--- config.mk ---
export PLATFORM = sky130hd
export DESIGN_NAME = looping_timer_slot_bank_flat
export DESIGN_NICKNAME = d
export VERILOG_FILES = /design/src/hdl/ltsb_pkg.sv /design/src/hdl/ltsb_stream_if.sv /design/src/hdl/looping_timer_slot_bank.sv /design/src/hdl/ltsb_datapath.sv /design/src/hdl/ltsb_control.sv /design/src/flat_wrapper.sv
export SDC_FILE = /design/constraint.sdc
export NUM_CORES = 1
export LEC_CHECK = 0
export BUFFER_PORTS_ARGS = -buffer_cell sky130_fd_sc_hd__buf_2
export CELL_PAD_IN_SITES_DETAIL_PLACEMENT = 0
export CELL_PAD_IN_SITES_GLOBAL_PLACEMENT = 2
export CORE_MARGIN = 3
export CORE_UTILIZATION = 52
export DETAILED_ROUTE_END_ITERATION = 10
export PLACE_DENSITY = 0.93
export SYNTH_ARGS = -nofsm -noshare
export SYNTH_HDL_FRONTEND = slang
export SYNTH_SLANG_ARGS = --single-unit
--- constraint.sdc ---
create_clock -name clock -period 4.3 [get_ports clock]
set_input_delay 0.86 -clock clock [delete_from_list [all_inputs] [get_ports clock]]
set_output_delay 0.86 -clock clock [all_outputs]
set_load 0.05 [all_outputs]
--- src/hdl/ltsb_pkg.sv ---
// Package: shared types, constants and functions of the looping timer slot bank.
`timescale 1ns / 1ps
package ltsb_pkg;

   localparam int SLOTS_DEFAULT = 16;
   localparam logic [15:0] SEED_RESET = 16'hACE1;
   localparam logic [15:0] FOREVER = 16'hFFFF;
   localparam logic [15:0] LFSR_TAPS = 16'hB400;
   localparam logic [6:0] DRAW_MOD = 7'd100;

   typedef enum logic [1:0] {
      MODE_START   = 2'd0,
      MODE_SET     = 2'd1,
      MODE_ADVANCE = 2'd2,
      MODE_READ    = 2'd3
   } mode_type;

   typedef enum logic [2:0] {
      KIND_STARTED  = 3'd0,
      KIND_FULL     = 3'd1,
      KIND_FINISHED = 3'd2,
      KIND_VALUE    = 3'd3,
      KIND_ACK      = 3'd4
   } kind_type;

   typedef enum logic [1:0] {
      ST_FREE  = 2'd0,
      ST_PLAY  = 2'd1,
      ST_PAUSE = 2'd2,
      ST_DONE  = 2'd3
   } slot_state_type;

   typedef enum logic [3:0] {
      FSM_IDLE,
      FSM_START,
      FSM_SET,
      FSM_READ,
      FSM_ADV_RD,
      FSM_ADV_CALC,
      FSM_ADV_WR,
      FSM_FIN_RD,
      FSM_FIN_CHK,
      FSM_EMIT,
      FSM_DONE,
      FSM_WAIT
   } fsm_type;

   typedef struct packed {
      logic [1:0]  mode;
      logic [3:0]  slot;
      logic [1:0]  new_state;
      logic [15:0] elapsed;
      logic [15:0] duration;
      logic [15:0] loop_count;
      logic [31:0] finish_tag;
      logic signed [15:0] range_start;
      logic signed [15:0] range_end;
      logic [6:0]  chance;
   } req_type;

   typedef struct packed {
      logic [2:0]  kind;
      logic [3:0]  result_slot;
      logic [31:0] done_tag;
      logic signed [15:0] current_value;
      logic        last;
   } rsp_type;

   // Commands from the controller to the datapath.
   typedef struct packed {
      logic capture;    // latch request
      logic do_start;   // allocate head slot
      logic do_set;     // apply set state
      logic read_req;   // read value of request slot
      logic scan_clear; // clear scan index
      logic scan_inc;   // next scan slot
      logic scan_rd;    // read slot at scan index
      logic adv_calc;   // compute advance of scan slot
      logic adv_wr;     // write back advance result
      logic do_free;    // free scan slot
      logic seed_wr;    // load seed
   } cmd_type;

   // Status from the datapath to the controller.
   typedef struct packed {
      logic [1:0] mode;
      logic       full;
      logic       scan_end;
      logic       is_play;
      logic       is_done;
      logic       tag_nz;
   } stat_type;

   // Quotient estimate never exceeds the true one and is at most one short.
   function automatic logic [6:0] mod100(input logic [15:0] v);
      logic [31:0] q;
      logic [15:0] r;
      begin
         q = (32'(v) * 32'd655) >> 16;
         r = v - 16'(q[15:0] * 16'd100);
         if (r >= 16'd100) r = r - 16'd100;
         mod100 = r[6:0];
      end
   endfunction

endpackage

--- src/hdl/ltsb_stream_if.sv ---
// Interface: valid/ready channel carrying one payload beat.
`timescale 1ns / 1ps
interface ltsb_stream_if #(parameter type payload_type = logic) ();
   logic        valid;
   logic        ready;
   payload_type data;
   modport source (output valid, output data, input ready);
   modport sink (input valid, input data, output ready);
endinterface

--- src/hdl/looping_timer_slot_bank.sv ---
// Top level: looping timer slot bank with request, result and seed channels.
//
// Usage:
//  req  : one beat per item (mode start, set state, advance, read).
//  rsp  : one or more beats per item; last marks the final beat.
//         Start, set state and read give one beat; advance gives one
//         finished beat per finished slot with a nonzero tag, ascending,
//         then an advance-done beat.
//  csr  : seed write; loads the LFSR, except in a cycle where an advance step updates it. Always ready.
// Sequence: start and set state are handled in the dispatch state; read takes a
//   further read state; advance steps the scan through every slot twice, first
//   advancing playing slots, then emitting and freeing finished ones.
// Throughput: one item at a time; req_ready is high only when idle.
// Reset: all slots free, free list in slot order, LFSR holds the default
//   seed. No clearing pass.
// Stall: a result beat is held in the output register until taken; the
//   scan waits while a finished beat is pending.
`timescale 1ns / 1ps
module looping_timer_slot_bank #(
   parameter int SLOTS = ltsb_pkg::SLOTS_DEFAULT
) (
   input logic clock,
   input logic reset,
   ltsb_stream_if.sink   req,
   ltsb_stream_if.source rsp,
   ltsb_stream_if.sink   csr
);
   ltsb_pkg::cmd_type  cmd;
   ltsb_pkg::stat_type stat;
   ltsb_pkg::rsp_type  rsp_word;

   ltsb_control u_control (
      .clock     (clock),
      .reset     (reset),
      .req_valid (req.valid),
      .req_ready (req.ready),
      .csr_valid (csr.valid),
      .csr_ready (csr.ready),
      .rsp_valid (rsp.valid),
      .rsp_ready (rsp.ready),
      .rsp_data  (rsp.data),
      .rsp_word  (rsp_word),
      .stat      (stat),
      .cmd       (cmd)
   );

   ltsb_datapath #(.SLOTS(SLOTS)) u_datapath (
      .clock    (clock),
      .reset    (reset),
      .cmd      (cmd),
      .req_data (req.data),
      .seed     (csr.data),
      .stat     (stat),
      .rsp_word (rsp_word)
   );
endmodule

--- src/hdl/ltsb_datapath.sv ---
// Datapath: slot tables, free list, LFSR and result word.
`timescale 1ns / 1ps
module ltsb_datapath #(
   parameter int SLOTS = ltsb_pkg::SLOTS_DEFAULT,
   localparam int IW = $clog2(SLOTS + 1)
) (
   input  logic               clock,
   input  logic               reset,
   input  ltsb_pkg::cmd_type  cmd,
   input  ltsb_pkg::req_type  req_data,
   input  logic [15:0]        seed,
   output ltsb_pkg::stat_type stat,
   output ltsb_pkg::rsp_type  rsp_word
);
   localparam int AW = (SLOTS > 1) ? $clog2(SLOTS) : 1;

   ltsb_pkg::req_type req_ff;
   logic [1:0]  status_ff [SLOTS];
   logic [1:0]  status_in [SLOTS];
   logic [IW-1:0] next_free_ff [SLOTS];
   logic [IW-1:0] head_ff, head_in;
   logic [15:0] lfsr_ff, lfsr_in;
   logic [IW-1:0] scan_ff, scan_in;

   logic [15:0] loops_mem [SLOTS];
   logic [15:0] period_mem [SLOTS];
   logic [31:0] time_mem [SLOTS];
   logic [31:0] tag_mem [SLOTS];
   logic signed [15:0] low_mem [SLOTS];
   logic signed [15:0] high_mem [SLOTS];
   logic signed [15:0] now_mem [SLOTS];
   logic [6:0]  chance_mem [SLOTS];

   logic [15:0] rd_loops_ff, rd_period_ff, new_loops_ff;
   logic [31:0] rd_time_ff, rd_tag_ff, new_time_ff;
   logic signed [15:0] rd_low_ff, rd_high_ff, rd_now_ff, new_now_ff, read_val_ff;
   logic [6:0]  rd_chance_ff;
   logic        new_done_ff;

   logic [AW-1:0] head_idx, scan_idx, req_idx;
   logic          req_ok;
   logic [32:0]   sum;
   logic [31:0]   t_sat;
   logic [15:0]   lfsr_step;
   logic signed [16:0] nv;
   logic [15:0]   adv_loops;
   logic [31:0]   adv_time;
   logic          adv_done;
   logic signed [15:0] adv_now;

   assign head_idx = head_ff[AW-1:0];
   assign scan_idx = scan_ff[AW-1:0];
   assign req_idx  = AW'(req_ff.slot);
   assign req_ok   = 32'(req_ff.slot) < SLOTS;

   assign lfsr_step = lfsr_ff[0] ? ((lfsr_ff >> 1) ^ ltsb_pkg::LFSR_TAPS) : (lfsr_ff >> 1);
   assign sum   = 33'(rd_time_ff) + 33'(req_ff.elapsed);
   assign t_sat = sum[32] ? 32'hFFFF_FFFF : sum[31:0];
   assign nv    = 17'(rd_now_ff) + 17'sd1;

   always_comb begin
      adv_loops = rd_loops_ff;
      adv_time  = t_sat;
      adv_done  = 1'b0;
      if (t_sat >= 32'(rd_period_ff)) begin
         if (rd_loops_ff == ltsb_pkg::FOREVER) begin
            adv_time = t_sat - 32'(rd_period_ff);
         end else begin
            adv_loops = rd_loops_ff - 16'd1;
            if (rd_loops_ff != 16'd1) adv_time = t_sat - 32'(rd_period_ff);
            else adv_done = 1'b1;
         end
      end
      adv_now = rd_now_ff;
      if (rd_chance_ff < ltsb_pkg::mod100(lfsr_step))
         adv_now = (nv < 17'(rd_high_ff)) ? nv[15:0] : rd_low_ff;
   end

   always_comb begin
      head_in = head_ff;
      lfsr_in = lfsr_ff;
      scan_in = scan_ff;
      for (int i = 0; i < SLOTS; i++) status_in[i] = status_ff[i];
      if (cmd.seed_wr) lfsr_in = seed;
      if (cmd.do_start && head_ff < IW'(SLOTS)) begin
         head_in = next_free_ff[head_idx];
         status_in[head_idx] = ltsb_pkg::ST_PLAY;
      end
      if (cmd.do_set && req_ok && status_ff[req_idx] != ltsb_pkg::ST_FREE) begin
         if (req_ff.new_state == ltsb_pkg::ST_FREE) begin
            status_in[req_idx] = ltsb_pkg::ST_FREE;
            head_in = IW'(req_idx);
         end else if (req_ff.new_state == ltsb_pkg::ST_PLAY ||
                      req_ff.new_state == ltsb_pkg::ST_PAUSE) begin
            status_in[req_idx] = req_ff.new_state;
         end
      end
      if (cmd.adv_calc) lfsr_in = lfsr_step;
      if (cmd.adv_wr && new_done_ff) status_in[scan_idx] = ltsb_pkg::ST_DONE;
      if (cmd.do_free) begin
         status_in[scan_idx] = ltsb_pkg::ST_FREE;
         head_in = scan_ff;
      end
      if (cmd.scan_clear) scan_in = '0;
      else if (cmd.scan_inc) scan_in = scan_ff + IW'(1);
   end

   always_ff @(posedge clock) begin
      if (reset) begin
         head_ff <= '0;
         lfsr_ff <= ltsb_pkg::SEED_RESET;
         scan_ff <= '0;
         for (int i = 0; i < SLOTS; i++) begin
            status_ff[i]    <= ltsb_pkg::ST_FREE;
            next_free_ff[i] <= IW'(i + 1);
         end
      end else begin
         head_ff <= head_in;
         lfsr_ff <= lfsr_in;
         scan_ff <= scan_in;
         for (int i = 0; i < SLOTS; i++) status_ff[i] <= status_in[i];
         if (cmd.do_set && req_ok && status_ff[req_idx] != ltsb_pkg::ST_FREE &&
             req_ff.new_state == ltsb_pkg::ST_FREE)
            next_free_ff[req_idx] <= head_ff;
         if (cmd.do_free) next_free_ff[scan_idx] <= head_ff;
      end
   end

   always_ff @(posedge clock) begin
      if (cmd.capture) req_ff <= req_data;
      if (cmd.do_start && head_ff < IW'(SLOTS)) begin
         period_mem[head_idx] <= req_ff.duration;
         loops_mem[head_idx]  <= req_ff.loop_count;
         tag_mem[head_idx]    <= req_ff.finish_tag;
         time_mem[head_idx]   <= '0;
         low_mem[head_idx]    <= req_ff.range_start;
         high_mem[head_idx]   <= req_ff.range_end;
         now_mem[head_idx]    <= req_ff.range_start;
         chance_mem[head_idx] <= req_ff.chance;
      end
      if (cmd.read_req) read_val_ff <= req_ok ? now_mem[req_idx] : '0;
      if (cmd.scan_rd) begin
         rd_loops_ff  <= loops_mem[scan_idx];
         rd_period_ff <= period_mem[scan_idx];
         rd_time_ff   <= time_mem[scan_idx];
         rd_tag_ff    <= tag_mem[scan_idx];
         rd_low_ff    <= low_mem[scan_idx];
         rd_high_ff   <= high_mem[scan_idx];
         rd_now_ff    <= now_mem[scan_idx];
         rd_chance_ff <= chance_mem[scan_idx];
      end
      if (cmd.adv_calc) begin
         new_loops_ff <= adv_loops;
         new_time_ff  <= adv_time;
         new_done_ff  <= adv_done;
         new_now_ff   <= adv_now;
      end
      if (cmd.adv_wr) begin
         loops_mem[scan_idx] <= new_loops_ff;
         time_mem[scan_idx]  <= new_time_ff;
         now_mem[scan_idx]   <= new_now_ff;
      end
   end

   always_comb begin
      stat.mode     = req_ff.mode;
      stat.full     = head_ff >= IW'(SLOTS);
      stat.scan_end = scan_ff >= IW'(SLOTS);
      stat.is_play  = !stat.scan_end && status_ff[scan_idx] == ltsb_pkg::ST_PLAY;
      stat.is_done  = !stat.scan_end && status_ff[scan_idx] == ltsb_pkg::ST_DONE;
      stat.tag_nz   = rd_tag_ff != '0;
   end

   // Result word for the controller's output register.
   always_comb begin
      rsp_word = '0;
      case (req_ff.mode)
         ltsb_pkg::MODE_START: begin
            rsp_word.kind = stat.full ? ltsb_pkg::KIND_FULL : ltsb_pkg::KIND_STARTED;
            rsp_word.result_slot = stat.full ? 4'd0 : 4'(head_ff);
         end
         ltsb_pkg::MODE_SET: begin
            rsp_word.kind = ltsb_pkg::KIND_ACK;
            rsp_word.result_slot = req_ff.slot;
         end
         ltsb_pkg::MODE_READ: begin
            rsp_word.kind = ltsb_pkg::KIND_VALUE;
            rsp_word.result_slot = req_ff.slot;
            rsp_word.current_value = read_val_ff;
         end
         default: begin
            rsp_word.kind = ltsb_pkg::KIND_FINISHED;
            rsp_word.result_slot = 4'(scan_ff);
            rsp_word.done_tag = rd_tag_ff;
         end
      endcase
      rsp_word.last = 1'b1;
   end

`ifndef SYNTHESIS
   a_head_range: assert property (@(posedge clock) disable iff (reset)
      head_ff <= IW'(SLOTS)) else $error("free head out of range");
   a_scan_range: assert property (@(posedge clock) disable iff (reset)
      scan_ff <= IW'(SLOTS)) else $error("scan index out of range");
   a_head_free: assert property (@(posedge clock) disable iff (reset)
      head_ff < IW'(SLOTS) && !cmd.do_free && !cmd.do_set && !cmd.do_start |=>
      $past(head_ff) >= IW'(SLOTS) || status_ff[$past(head_idx)] != ltsb_pkg::ST_PLAY ||
      $past(status_ff[head_idx]) != ltsb_pkg::ST_FREE)
      else $error("free head slot became busy without a start");
`endif
endmodule

--- src/hdl/ltsb_control.sv ---
// Controller: sequences item handling and drives the result channel.
`timescale 1ns / 1ps
module ltsb_control (
   input  logic               clock,
   input  logic               reset,
   input  logic               req_valid,
   output logic               req_ready,
   input  logic               csr_valid,
   output logic               csr_ready,
   output logic               rsp_valid,
   input  logic               rsp_ready,
   output ltsb_pkg::rsp_type  rsp_data,
   input  ltsb_pkg::rsp_type  rsp_word,
   input  ltsb_pkg::stat_type stat,
   output ltsb_pkg::cmd_type  cmd
);
   ltsb_pkg::fsm_type state_ff, state_in;
   logic rsp_valid_ff, rsp_valid_in;
   ltsb_pkg::rsp_type rsp_ff, rsp_in;

   assign rsp_valid = rsp_valid_ff;
   assign rsp_data  = rsp_ff;
   assign csr_ready = 1'b1;
   assign req_ready = state_ff == ltsb_pkg::FSM_IDLE;

   always_ff @(posedge clock) begin
      if (reset) begin
         state_ff     <= ltsb_pkg::FSM_IDLE;
         rsp_valid_ff <= 1'b0;
      end else begin
         state_ff     <= state_in;
         rsp_valid_ff <= rsp_valid_in;
      end
      rsp_ff <= rsp_in;
   end

   always_comb begin
      state_in = state_ff;
      cmd = '0;
      cmd.seed_wr = csr_valid;
      rsp_in = rsp_ff;
      rsp_valid_in = rsp_valid_ff && !rsp_ready;
      case (state_ff)
         ltsb_pkg::FSM_IDLE: begin
            if (req_valid) begin
               cmd.capture = 1'b1;
               state_in = ltsb_pkg::FSM_START;
            end
         end
         ltsb_pkg::FSM_START: begin
            // Dispatch on the latched mode.
            if (!rsp_valid_in) begin
               rsp_in = rsp_word;
               case (stat.mode)
                  ltsb_pkg::MODE_START: begin
                     rsp_valid_in = 1'b1;
                     cmd.do_start = 1'b1;
                     state_in = ltsb_pkg::FSM_IDLE;
                  end
                  ltsb_pkg::MODE_SET: begin
                     rsp_valid_in = 1'b1;
                     cmd.do_set = 1'b1;
                     state_in = ltsb_pkg::FSM_IDLE;
                  end
                  ltsb_pkg::MODE_READ: begin
                     cmd.read_req = 1'b1;
                     state_in = ltsb_pkg::FSM_READ;
                  end
                  default: begin
                     cmd.scan_clear = 1'b1;
                     state_in = ltsb_pkg::FSM_ADV_RD;
                  end
               endcase
            end
         end
         ltsb_pkg::FSM_READ: begin
            rsp_in = rsp_word;
            rsp_valid_in = 1'b1;
            state_in = ltsb_pkg::FSM_IDLE;
         end
         ltsb_pkg::FSM_ADV_RD: begin
            if (stat.scan_end) begin
               cmd.scan_clear = 1'b1;
               state_in = ltsb_pkg::FSM_FIN_RD;
            end else if (stat.is_play) begin
               cmd.scan_rd = 1'b1;
               state_in = ltsb_pkg::FSM_ADV_CALC;
            end else begin
               cmd.scan_inc = 1'b1;
            end
         end
         ltsb_pkg::FSM_ADV_CALC: begin
            cmd.adv_calc = 1'b1;
            state_in = ltsb_pkg::FSM_ADV_WR;
         end
         ltsb_pkg::FSM_ADV_WR: begin
            cmd.adv_wr = 1'b1;
            cmd.scan_inc = 1'b1;
            state_in = ltsb_pkg::FSM_ADV_RD;
         end
         ltsb_pkg::FSM_FIN_RD: begin
            if (stat.scan_end) begin
               state_in = ltsb_pkg::FSM_DONE;
            end else if (stat.is_done) begin
               cmd.scan_rd = 1'b1;
               state_in = ltsb_pkg::FSM_FIN_CHK;
            end else begin
               cmd.scan_inc = 1'b1;
            end
         end
         ltsb_pkg::FSM_FIN_CHK: begin
            if (!stat.tag_nz) begin
               cmd.do_free = 1'b1;
               cmd.scan_inc = 1'b1;
               state_in = ltsb_pkg::FSM_FIN_RD;
            end else if (!rsp_valid_in) begin
               rsp_in = rsp_word;
               rsp_in.last = 1'b0;
               rsp_valid_in = 1'b1;
               cmd.do_free = 1'b1;
               cmd.scan_inc = 1'b1;
               state_in = ltsb_pkg::FSM_FIN_RD;
            end
         end
         ltsb_pkg::FSM_DONE: begin
            if (!rsp_valid_in) begin
               rsp_in = '0;
               rsp_in.kind = ltsb_pkg::KIND_ACK;
               rsp_in.last = 1'b1;
               rsp_valid_in = 1'b1;
               state_in = ltsb_pkg::FSM_IDLE;
            end
         end
         default: state_in = ltsb_pkg::FSM_IDLE;
      endcase
   end

`ifndef SYNTHESIS
   a_out_hold: assert property (@(posedge clock) disable iff (reset)
      rsp_valid_ff && !rsp_ready |=> rsp_valid_ff && $stable(rsp_ff))
      else $error("result beat dropped while stalled");
   a_one_cmd: assert property (@(posedge clock) disable iff (reset)
      $onehot0({cmd.do_start, cmd.do_set, cmd.adv_calc, cmd.do_free}))
      else $error("conflicting datapath commands");
   a_accept_idle: assert property (@(posedge clock) disable iff (reset)
      req_valid && req_ready |=> state_ff == ltsb_pkg::FSM_START)
      else $error("accepted beat not dispatched");
`endif
endmodule
--- src/flat_wrapper.sv ---
// flat-port wrapper written by rule: the top's interface ports become plain ports
module looping_timer_slot_bank_flat 
#(
   parameter int SLOTS = ltsb_pkg::SLOTS_DEFAULT
)
  (clock, reset, req_valid, req_data, req_ready, rsp_valid, rsp_data, rsp_ready, csr_valid, csr_data, csr_ready);
  ltsb_stream_if req_i ();
  ltsb_stream_if rsp_i ();
  ltsb_stream_if csr_i ();
  input logic clock;
  input logic reset;
  input wire logic [$bits(req_i.valid)-1:0] req_valid;
  input wire logic [$bits(req_i.data)-1:0] req_data;
  output wire logic [$bits(req_i.ready)-1:0] req_ready;
  output wire logic [$bits(rsp_i.valid)-1:0] rsp_valid;
  output wire logic [$bits(rsp_i.data)-1:0] rsp_data;
  input wire logic [$bits(rsp_i.ready)-1:0] rsp_ready;
  input wire logic [$bits(csr_i.valid)-1:0] csr_valid;
  input wire logic [$bits(csr_i.data)-1:0] csr_data;
  output wire logic [$bits(csr_i.ready)-1:0] csr_ready;
  assign req_i.valid = req_valid;
  assign req_i.data = req_data;
  assign req_ready = req_i.ready;
  assign rsp_valid = rsp_i.valid;
  assign rsp_data = rsp_i.data;
  assign rsp_i.ready = rsp_ready;
  assign csr_i.valid = csr_valid;
  assign csr_i.data = csr_data;
  assign csr_ready = csr_i.ready;
  looping_timer_slot_bank #(.SLOTS(SLOTS)) u_core (.clock(clock), .reset(reset), .req(req_i), .rsp(rsp_i), .csr(csr_i));
endmodule
==> summary.md, run 1 <==
| Metric | Value |
|---|---|
| Initial antenna violation count | `0` |
| Post-route ant nets | `0` |
| Largest net degree at the start of global routing | `72` |
| First-pass GRT wire length | `59500 um` |
| Crit Path Class | `flop to flop` |
| Die Y | `190 um` |
| Status | `finished clean` |
| Worst hold path type | `flop to flop` |
| Area delta synth->final | `11.9%` |
| Pleak | `0.00613 uW` |
| Crit path buffers/inverters | `1` |
| Crit start category | `flop` |
| GRT Overall Usage | `0.220` |
| DR WL/cell | `24.7 um` |
| Switching power | `1830 uW` |
| Post-synth EDFFs | `370` |
| GPL Wtd Cong | `0.806` |
| Sequential cell area fraction in the yosys report | `0.693` |
| Root buf cell | `clkbuf_16` |
| Syn avg cell area | `about 17 um^2` |
| Fmax | `between 0.3 and 0.4 GHz` |
| Rows | `66` |
| Peak supply drop | `approximately 350 uV` |
| Vias post-DR | `9531` |
| Worst Skew | `about 21 ps` |
| Drt initial violations | `~730` |
| H-tree Lvls | `2` |
| PostCTS Resize Cnt | `0` |
| Cell Area, Synth | `17600 um^2` |
| Vias per cell | `6.07` |
| Unrepaired setup endpoints after global routing | `false` |
| Slowest library cell on the worst path | `dfxtp_1` |
| #FFs+latches synth | `425` |
| Combinational Power Share | `0.049` |
| Fillers | `2352` |
| Req. time, crit path | `4510 ps` |
| Critical Path Sink Type | `flop` |
| Hpwl dp | `about 24000 um` |
| Top fanout value on the critical path | `16` |
| Mapped Cells | `about 1.1k` |
| Sequential share of power | `0.540` |
| Fraction of layout cells with a size suffix above 1 | `0.226` |
| TNS Setup | `0 ps` |
| Most common cell in the netlist | `edfxtp_1` |
| Hold WS | `about 460 ps` |
| Syn nets | `1070` |
| Initial Util | `0.535` |
| Max Cap Viol | `0` |
| Actual slew at the worst max-slew pin | `between 1000 and 1500 ps` |
| Final slew viol count | `0` |
| Nets | `between 1k and 1.5k` |
| Number of synthesis warnings | `0` |
| PortBufs | `6` |
| CP peak stage delay | `610 ps` |
| Top FF cell, synth | `edfxtp_1` |
| Flip-flop and latch area | `12200 um^2` |
| TritonCTS Buffers | `43` |
| # setup viols final | `0` |
| Pwr per Cell Area | `433 nW/um^2` |
| Top Ports | `11` |
| Final Hold Viols | `0` |
| Vias in the first global route | `9626` |
| Setup repair bufs after CTS | `0` |
| Min Tclk post-route | `3120 ps` |
| Hold bufs inserted after CTS | `0` |
| Max-slew headroom | `0.251` |
| Post-synth top cells | `edfxtp_1, mux4_2, nor2_1` |
| CTS tree | `done` |
| Dominant cell type by area after synthesis | `edfxtp_1` |
| Multi-input logic area | `roughly 5100 um^2` |
| Tcrit/Tclk final | `0.725` |
| Internal | `6710 uW` |
| Final Instance Area | `19700 um^2` |
| Top cell type's share of synthesized area | `0.631` |
| Critical-path cell list | `nand2b_1, nor4b_4, or3b_1, a21boi_0, nor2_2, buf_4` |
| Width of the die | `190 um` |
| Antenna Diode Count | `0` |
| CP delay by family, top | `simple AND/OR/NAND/NOR gates` |
| Placed Area | `approximately 18000 um^2` |
| Unique cell type count in the Yosys netlist | `53` |
| Worst-case clock buffer depth | `3` |
| TritonCTS Sinks | `around 430` |
| DIE AREA | `36100 um^2` |
| Clk pwr share | `0.412` |
| Worst skew pair latency | `550 ps` |
| Core Box Area | `32900 um^2` |
| Sw frac | `0.215` |
| Area contributors post-synth | `edfxtp_1, mux4_2, dfxtp_1, and2_1, nor2_1` |
| Routed WL | `38800 um` |
| Worst Path Arrival | `3330 ps` |
| DRC | `0` |
| Clock slew at reported path FFs | `60 ps` |
| DRT Pass-1 Iters | `5` |
| Async set or reset register ratio after synthesis | `0` |
| Final global-route overflow total | `0` |
[area by class of cell]
type,count,area share
clock buffer,55,0.0574
clock inverter,25,0.0105
inverter,18,0.00343
multi-input combinational,550,0.260
sequential,425,0.620
tap,442,0.0281
timing repair buffer,56,0.0206
[registers in the layout, indices dropped and copies added (netlist names), 4 cells and up, named ones only]
register and flops:
u_core.u_datapath.rd_loops_ff 16, u_core.u_control.state_ff 4, u_core.u_datapath.head_ff 5, u_core.u_datapath.status_ff 32, u_core.u_datapath.loops_mem 256, u_core.u_datapath.new_loops_ff 16
u_core.u_datapath.scan_ff 5, u_core.u_datapath.next_free_ff 80
[power groups by stage]
stage	registers [uW]	logic (uW)	clock network [uW]
global placement	4700	412	0
detailed placement	4700	416	0
finish	4610	416	3520
CTS	4610	420	3580
floorplan	4640	308	0
global route	4620	444	3730
[metal layers]
metal / part of all wire / GRT usage / vias up
li1: - / - / 4245
met2: 0.50 / 0.365 / 313
met4: 0.029 / 0.0708 / 0
met5: 0 / 0 / -
met1: 0.42 / 0.305 / 4896
met3: 0.054 / 0.0330 / 77
[worst paths after layout]
check,from,end,slack [ps],depth (start not counted)
setup / recovery,u_core.u_control.state_ff[0]$_SDFFE_PP0P_,u_core.u_datapath.loops_mem[8][7]$_DFFE_PP_,1180,6
hold / removal,u_core.u_datapath.status_ff[3][0]$_SDFF_PP0_,u_core.u_datapath.status_ff[3][0]$_SDFF_PP0_,460,2
setup reg to reg,u_core.u_control.state_ff[0]$_SDFFE_PP0P_,u_core.u_datapath.loops_mem[8][7]$_DFFE_PP_,1180,6
hold reg to reg,u_core.u_datapath.status_ff[3][0]$_SDFF_PP0_,u_core.u_datapath.status_ff[3][0]$_SDFF_PP0_,460,2
[tightest hold or removal path, stage by stage, from the launching register on]
cell and delay (ps):
dfxtp_1 310, inv_1 50, a31oi_1 60
[placed cells by master (no fill, tap or decap), types with 2 or more instances in the layout]
| master | instances |
|---|---|
| buf_4 | 50 |
| o31a_1 | 2 |
| nor3b_1 | 12 |
| nand3b_1 | 5 |
| nand2b_1 | 9 |
| nor2_1 | 54 |
| or4_1 | 2 |
| dfxtp_4 | 2 |
| a22oi_1 | 4 |
| clkinv_2 | 10 |
| nand4_1 | 6 |
| dfxtp_1 | 52 |
| a21boi_0 | 2 |
| nor3_2 | 2 |
| clkbuf_1 | 11 |
| clkinv_1 | 9 |
| xor2_1 | 8 |
| nand3_1 | 27 |
| and2_1 | 62 |
| mux4_2 | 113 |
| ha_1 | 7 |
| a31oi_1 | 10 |
| a21oi_1 | 30 |
| clkbuf_16 | 43 |
| a211oi_1 | 4 |
| nor3_1 | 15 |
| xnor2_1 | 5 |
| nor2_2 | 17 |
| edfxtp_1 | 370 |
| bufinv_16 | 2 |
| mux2i_1 | 6 |
| or3_1 | 37 |
| inv_1 | 18 |
| nor4_1 | 9 |
| and3_1 | 3 |
| buf_2 | 6 |
| nor2b_1 | 5 |
| o21ai_0 | 36 |
| nand2_1 | 39 |
[logic make-up after synthesis]
kind of cell,count (synthesis),synth area share
XOR/XNOR,13,0.00646
buffers and inverters,81,0.0185
adder cells (fa/ha/maj),7,0.00497
AND/OR/NAND/NOR,311,0.0957
flip-flops,425,0.693
other,1,0.000213
AO/OA/AOI/OAI,99,0.0333
multiplexers,119,0.148
[metrics by stage]
step / util / setup slack (ps) / cells / total power [uW]
final: 0.598 / 1180 / 1571 / 8540
after global routing: 0.598 / 937 / 1571 / 8800
after CTS: 0.598 / 1180 / 1571 / 8620
after detailed placement: 0.558 / 1030 / 1491 / 5120
after global placement: 0.558 / 1040 / 1491 / 5110
after floorplan: - / 1150 / 1056 / 4950
Power figures use the tool's default switching activity.
==> run 2, diff against run 1 <==
--- a/config.mk
+++ b/config.mk
@@ -5,13 +5,14 @@
 export SDC_FILE = /design/constraint.sdc
 export NUM_CORES = 1
 export LEC_CHECK = 0
+export ABC_AREA = 1
 export BUFFER_PORTS_ARGS = -buffer_cell sky130_fd_sc_hd__buf_2
 export CELL_PAD_IN_SITES_DETAIL_PLACEMENT = 0
 export CELL_PAD_IN_SITES_GLOBAL_PLACEMENT = 2
 export CORE_MARGIN = 3
-export CORE_UTILIZATION = 52
+export CORE_UTILIZATION = 39
 export DETAILED_ROUTE_END_ITERATION = 10
-export PLACE_DENSITY = 0.93
+export PLACE_DENSITY = 0.85
 export SYNTH_ARGS = -nofsm -noshare
 export SYNTH_HDL_FRONTEND = slang
 export SYNTH_SLANG_ARGS = --single-unit
==> constraint.sdc (replaced) <==
create_clock -name clock -period 2.5 [get_ports clock]
set_input_delay 0.5 -clock clock [delete_from_list [all_inputs] [get_ports clock]]
set_output_delay 0.5 -clock clock [all_outputs]
set_load 0.05 [all_outputs]
==> run 2 against run 1 <==
Critical path depth rose by 2. Cell count rose by 51%. Flip-flop and latch count unchanged. Global-route usage fell by 3.5 points. Clock skew up 21 ps. Area after synthesis rose by 2.3%. Synthesized cell count rose by 60%. Die area increased by 35%. First-iteration DRC count increased by 57%. Critical path type unchanged. Highest routed layer unchanged.
==> summary.md, run 2 <==
| Metric | Value |
|---|---|
| Area delta synth->final | `15.3%` |
| Worst Path Arrival | `2530 ps (-800 ps)` |
| Actual slew at the worst max-slew pin | `707 ps (-405 ps)` |
| Worst Skew | `42.4 ps (+21.0 ps)` |
| Final Hold Viols | `0 (unchanged)` |
| GRT Overall Usage | `0.185 (-0.0353)` |
| Vias post-DR | `12.4k (+30%)` |
| Max Cap Viol | `0 (unchanged)` |
| Core Box Area | `45500 um^2 (+38%)` |
| Status | `finished clean` |
| Vias per cell | `5.22 (-14%)` |
| Tcrit/Tclk final | `0.909 (+0.184)` |
| Largest Register | `u_core.u_datapath.loops_mem` |
| # setup viols final | `0 (unchanged)` |
| Top fanout value on the critical path | `18 (+2)` |
| Unique cell type count in the Yosys netlist | `40 (-25%)` |
| Commonest non-fill, non-tap cell in the layout | `edfxtp_1` |
| Top Ports | `11 (unchanged)` |
| TritonCTS Buffers | `44 (+2.3%)` |
| Dominant cell type by area after synthesis | `edfxtp_1` |
| GPL Wtd Cong | `0.828 (+2.8%)` |
| Sequential cell area fraction in the yosys report | `0.677 (-0.0158)` |
| Drt initial violations | `1151 (+57%)` |
| Clock slew at reported path FFs | `60 ps (about the same)` |
| Placed Area | `19300 um^2 (+4.9%)` |
| Rows | `78 (+18%)` |
| Setup repair bufs after CTS | `0 (unchanged)` |
| Number of synthesis warnings | `0 (unchanged)` |
| Max-slew headroom | `0.529 (+0.278)` |
| Most frequent cells in the layout | `edfxtp_1, nor2_1, nand2_1` |
| Crit start category | `flop` |
| Worst hold path type | `input port to flop` |
| Antenna Diode Count | `0 (unchanged)` |
| Total Power | `21200 uW (+150%)` |
| Final slew viol count | `0 (unchanged)` |
| PostCTS Resize Cnt | `0 (unchanged)` |
| Worst-case clock buffer depth | `3 (unchanged)` |
| Vias in the first global route | `12.0k (+25%)` |
| PortBufs | `6 (unchanged)` |
| Root buf cell | `clkbuf_16` |
| First-pass GRT wire length | `70400 um (+18%)` |
| Hpwl dp | `30200 um (+28%)` |
| Pleak | `0.00756 uW (+23%)` |
| Async set or reset register ratio after synthesis | `0 (unchanged)` |
| Final global-route overflow total | `0 (unchanged)` |
| Placed cell count | `2295 (+54%)` |
| Post-synth EDFFs | `370 (unchanged)` |
| Worst skew pair latency | `600 ps (+50 ps)` |
| TritonCTS Sinks | `425 (unchanged)` |
| Top cell type's share of synthesized area | `0.616 (-0.0144)` |
| Post-synth top cells | `edfxtp_1, nor2_1, nand2_1` |
| H-tree Lvls | `2 (unchanged)` |
| Fillers | `4199 (+79%)` |
| Fmax | `0.440 GHz (+37%)` |
| Unrepaired setup endpoints after global routing | `false` |
| DRC | `0 (unchanged)` |
| Final Instance Area | `20800 um^2 (+5.5%)` |
| Post-route insts no fill | `2376 (+51%)` |
| Largest net degree at the start of global routing | `129 (+79%)` |
| Mapped Cells | `1691 (+60%)` |
| Nets | `1755 (+58%)` |
| Die Y | `221 um (+16%)` |
| Req. time, crit path | `2760 ps (-1750 ps)` |
| CTS tree | `done` |
| Most common cell in the netlist | `edfxtp_1` |
| Width of the die | `221 um (+16%)` |
| Peak supply drop | `556 uV (+61%)` |
| Biggest regs | `u_core.u_datapath.loops_mem x256, u_core.u_datapath.next_free_ff x80, u_core.u_datapath.status_ff x32` |
| Min Tclk post-route | `2270 ps (-845 ps)` |
| #FFs+latches synth | `425 (unchanged)` |
| TNS Setup | `0 ps (unchanged)` |
| DIE AREA | `48900 um^2 (+35%)` |
| Top FF cell, synth | `edfxtp_1` |
| Hold WS | `269 ps (-193 ps)` |
| Fraction of layout cells with a size suffix above 1 | `0.117 (-0.109)` |
| Syn avg cell area | `10.7 um^2 (-36%)` |
| Initial Util | `0.397 (-0.138)` |
| Pwr per Cell Area | `1020 nW/um^2 (+140%)` |
| Cell Area, Synth | `18000 um^2 (+2.3%)` |
| Critical Path Sink Type | `flop` |
| Initial antenna violation count | `1 (+1)` |
| Crit Path Class | `flop to flop` |
| Area contributors post-synth | `edfxtp_1, nor2_1, dfxtp_1, o21ai_0, nand2_1` |
| Hold bufs inserted after CTS | `0 (unchanged)` |
| Post-route ant nets | `0 (unchanged)` |
| Max reg flops | `256 (unchanged)` |
| Routed WL | `46000 um (+19%)` |
| Syn nets | `1705 (+59%)` |
| DR WL/cell | `19.4 um (-22%)` |
| DRT Pass-1 Iters | `7 (+2)` |
run 2: cell count changes in the layout (fill, tap and decap cells not counted), moves of 13 or more:
| cell | previous run | this run |
|---|---|---|
| nor2_1 | 54 | 307 |
| buf_12 | 0 | 14 |
| inv_1 | 18 | 154 |
| o22ai_1 | 0 | 77 |
| and2_1 | 62 | 0 |
| nand4_1 | 6 | 26 |
| or3_1 | 37 | 0 |
| mux4_2 | 113 | 0 |
| o21ai_0 | 36 | 200 |
| nand2_1 | 39 | 215 |
| buf_4 | 50 | 63 |
| nand3_1 | 27 | 48 |
run 2: cell type report:
class / instances / area, um^2 / area share
Inverter: 168 / 632 / 0.0304
Clock buffer: 48 / 1130 / 0.0542
Clock inverter: 33 / 400 / 0.0193
Tap cell: 600 / 751 / 0.0361
Timing Repair Buffer: 83 / 783 / 0.0377
Multi-Input combinational cell: 1019 / 4890 / 0.235
Sequential cell: 425 / 12200 / 0.587
run 2: cell families after synthesis:
kind of cell	synth area share
adder cells (fa/ha/maj)	0.00486
buffers and inverters	0.0549
AO/OA/AOI/OAI	0.102
flip-flops	0.677
other	0.000208
AND/OR/NAND/NOR	0.152
XOR/XNOR	0.00874
run 2: worst max-delay path, stage by stage, from the launching register on:
cell	delay, ps
dfxtp_1	400
inv_1	110
nor2_2	140
nand2_2	160
buf_4	260
nand2_1	160
nand3_1	250
nor2_2	200
buf_4	240
run 2: through the flow:
step / setup slack (ps) / utilization
after global routing: 17.2 / 0.457
after CTS: 226 / 0.457
after floorplan: 194 / -
after global placement: 290 / 0.424
after detailed placement: 278 / 0.424
final: 226 / 0.457
run 2: report_power, final:
part	switching, uW	internal (uW)
Clock	2820	4020
Sequential	306	8260
Combinational	4140	1680
run 2: path summary, 6_finish.rpt:
| path | from | end | slack, ps | depth (start not counted) |
|---|---|---|---|---|
| hold / removal | rsp_ready | u_core.u_control.state_ff[3]$_SDFFE_PP0P_ | 270 | 4 |
| hold reg to reg | u_core.u_datapath.status_ff[4][0]$_SDFF_PP0_ | u_core.u_datapath.status_ff[4][0]$_SDFF_PP0_ | 490 | 2 |
| setup reg to reg | u_core.u_control.state_ff[1]$_SDFFE_PP0P_ | u_core.u_datapath.loops_mem[10][1]$_DFFE_PP_ | 230 | 8 |
| setup / recovery | u_core.u_control.state_ff[1]$_SDFFE_PP0P_ | u_core.u_datapath.loops_mem[10][1]$_DFFE_PP_ | 230 | 8 |
run 2: per-layer routing:
layer | vias to the layer above | GRT usage | share of wire
met5 | - | 0 | 0
met4 | 0 | 0.0490 | 0.020
met2 | 324 | 0.298 | 0.47
li1 | 5948 | - | -
met3 | 68 | 0.0287 | 0.055
met1 | 6053 | 0.263 | 0.45
==> run 3, diff against run 2 <==
--- a/config.mk
+++ b/config.mk
@@ -13,6 +13,7 @@
 export CORE_UTILIZATION = 39
 export DETAILED_ROUTE_END_ITERATION = 10
 export PLACE_DENSITY = 0.85
+export SETUP_SLACK_MARGIN = 0.5
 export SYNTH_ARGS = -nofsm -noshare
 export SYNTH_HDL_FRONTEND = slang
 export SYNTH_SLANG_ARGS = --single-unit
==> run 3 against run 2 <==
Clock-buffer cell count is 4 higher. Combinational power increased by 9.8%. Flip-flop and latch count stayed put. Power is 0.13% lower. Core utilization is 0.82 points higher. Cell count grew 0.13%. Clock skew shrank 28 ps. Hold slack improved by 68 ps. Register-to-register slack improved by 240 ps. Critical path depth grew 4. Design area rose by 1.8%. Die area unchanged. Critical path type unchanged. Largest cell class unchanged.
==> summary.md, run 3 (same netlist as run 2, synthesis figures left out) <==
| Metric | Value |
|---|---|
| Vias post-DR | `12.5k (+1.1%)` |
| Max-slew headroom | `0.582 (+0.0527)` |
| Req. time, crit path | `2760 ps (about the same)` |
| Final Hold Viols | `0 (unchanged)` |
| Clock slew at reported path FFs | `60 ps (about the same)` |
| Final global-route overflow total | `0 (unchanged)` |
| Rows | `78 (unchanged)` |
| Setup ws final | `464 ps (+237 ps)` |
| Core Box Area | `45500 um^2 (unchanged)` |
| Drt initial violations | `1129 (-1.9%)` |
| Max Cap Viol | `0 (unchanged)` |
| TritonCTS Buffers | `42 (-4.5%)` |
| Biggest regs | `u_core.u_datapath.loops_mem x256, u_core.u_datapath.next_free_ff x80, u_core.u_datapath.status_ff x32` |
| Area delta synth->final | `17.4%` |
| Top Ports | `11 (unchanged)` |
| TritonCTS Sinks | `425 (unchanged)` |
| Hold WS | `337 ps (+67.9 ps)` |
| Largest Register | `u_core.u_datapath.loops_mem` |
| Pre-CTS WS | `108 ps (-170 ps)` |
| TNS Setup | `0 ps (unchanged)` |
| Initial Util | `0.397 (unchanged)` |
| H-tree Lvls | `2 (unchanged)` |
| Pleak | `0.00757 uW (+0.13%)` |
| Max reg flops | `256 (unchanged)` |
| Worst Skew | `14.3 ps (-28.0 ps)` |
| Initial antenna violation count | `0 (-1)` |
| Pwr per Cell Area | `1000 nW/um^2 (-1.9%)` |
| Top fanout value on the critical path | `8 (-10)` |
| Vias in the first global route | `11.7k (-2.3%)` |
| Peak supply drop | `717 uV (+29%)` |
| Unrepaired setup endpoints after global routing | `true` |
| Most frequent cells in the layout | `edfxtp_1, nor2_1, nand2_1` |
| Vias per cell | `5.27 (+0.97%)` |
| Tcrit/Tclk final | `0.814 (-0.0950)` |
| Die Y | `221 um (unchanged)` |
| PortBufs | `6 (unchanged)` |
| Crit Path Class | `flop to flop` |
| Post-route insts no fill | `2379 (+0.13%)` |
| GPL Wtd Cong | `0.812 (-2.0%)` |
| Worst hold path type | `input port to flop` |
| GRT Overall Usage | `0.181 (-0.00407)` |
| DR WL/cell | `19.0 um (-2.1%)` |
| Final slew viol count | `0 (unchanged)` |
| Width of the die | `221 um (unchanged)` |
| Fraction of layout cells with a size suffix above 1 | `0.151 (+0.0347)` |
| Crit start category | `flop` |
| Fillers | `4140 (-1.4%)` |
| DRT Pass-1 Iters | `5 (-2)` |
| DIE AREA | `48900 um^2 (unchanged)` |
| Commonest non-fill, non-tap cell in the layout | `edfxtp_1` |
| Critical Path Sink Type | `flop` |
| DRC | `0 (unchanged)` |
| First-pass GRT wire length | `69500 um (-1.4%)` |
| # setup viols final | `0 (unchanged)` |
| Min Tclk post-route | `2040 ps (-237 ps)` |
| Worst Path Arrival | `2300 ps (-230 ps)` |
| Fmax | `0.491 GHz (+12%)` |
| Actual slew at the worst max-slew pin | `627 ps (-80.0 ps)` |
| Hpwl dp | `29000 um (-3.9%)` |
| Status | `finished clean` |
| Routed WL | `45100 um (-2.0%)` |
| CTS tree | `done` |
| Placed cell count | `2289 (-0.26%)` |
| Flip-flop and latch area | `12200 um^2 (+0.13%)` |
| Post-route ant nets | `0 (unchanged)` |
| Nets | `1760 (+0.28%)` |
| Largest net degree at the start of global routing | `113 (-12%)` |
| Worst-case clock buffer depth | `3 (unchanged)` |
| Multi-input logic area | `5250 um^2 (+7.4%)` |
| Root buf cell | `clkbuf_16` |
| Worst skew pair latency | `550 ps (-50 ps)` |
[run 3: cell count changes in the layout (fill, tap and decap cells not counted), moves of 6 or more]
cell	before	now
nor2_2	26	19
buf_4	63	55
dfxtp_1	53	46
buf_12	14	20
nand3_1	48	39
buf_6	0	8
nor2_1	307	294
nor2_4	1	21
inv_1	154	143
nand2_1	215	195
inv_2	8	15
nand2_2	9	23
o21ai_0	200	194
nand2_4	0	6
[run 3: timing repair]
| action | 4_1_cts | 5_1_grt |
|---|---|---|
| resized for setup | 41 | 77 |
| endpoints found under the setup margin | 315 | 362 |
| gates cloned | 2 | 1 |
| hold buffers | 0 | 0 |
| setup buffers | 5 | 5 |
| pin swaps | 5 | 10 |
[run 3: through the flow]
| stage | utilization | cell area, um^2 | power (uW) |
|---|---|---|---|
| detailed placement | 0.424 | 19300 | 14500 |
| CTS | 0.458 | 20800 | 20900 |
| floorplan | - | 18100 | 12500 |
| global route | 0.465 | 21200 | 22300 |
| finish | 0.465 | 21200 | 21200 |
| global placement | 0.424 | 19300 | 14400 |
[run 3: final timing paths]
kind | start | cells after the start | end | slack [ps]
worst min-delay path | rsp_ready | 4 | u_core.u_control.state_ff[3]$_SDFFE_PP0P_ | 340
worst max register to register | flop | 12 | u_core.u_datapath.rd_loops_ff[11]$_DFFE_PP_ | 460
worst min register to register | u_core.u_datapath.status_ff[1][0]$_SDFF_PP0_ | 2 | u_core.u_datapath.status_ff[1][0]$_SDFF_PP0_ | 490
worst max-delay path | flop | 12 | u_core.u_datapath.rd_loops_ff[11]$_DFFE_PP_ | 460
[run 3: report_power, final]
part           internal, uW  total (uW)  switching (uW)
sequential             8270        8600             326
clock                  3600        6210            2610
combinational          1920        6390            4470
total                 13800       21200            7410
[run 3: cell type report]
class                           count  share of cell area
Multi-Input combinational cell   1020               0.248
Inverter                          168              0.0305
Clock inverter                     24              0.0109
Sequential cell                   425               0.578
Timing Repair Buffer               88              0.0439
Timing Repair inverter              1            0.000355
Tap cell                          600              0.0355
Clock buffer                       52              0.0529
Antenna cell                        1            0.000118
[run 3: per-layer routing]
layer | vias up | track usage | share of wire
li1 | 5956 | - | -
met1 | 6190 | 0.282 | 0.49
met2 | 328 | 0.268 | 0.43
met3 | 55 | 0.0279 | 0.061
met4 | 0 | 0.0386 | 0.017
met5 | - | 0 | 0
[run 3: worst max-delay path, cell delays in order, from the launching register on]
cell and delay [ps]:
dfxtp_4 400, clkinvlp_4 190, buf_12 180, nand2_4 40
nand2_2 50, nand2_2 50, nand3_2 60, nand3_2 80
nand2_2 60, inv_2 70, nand2_4 60, o31ai_4 290
buf_6 190
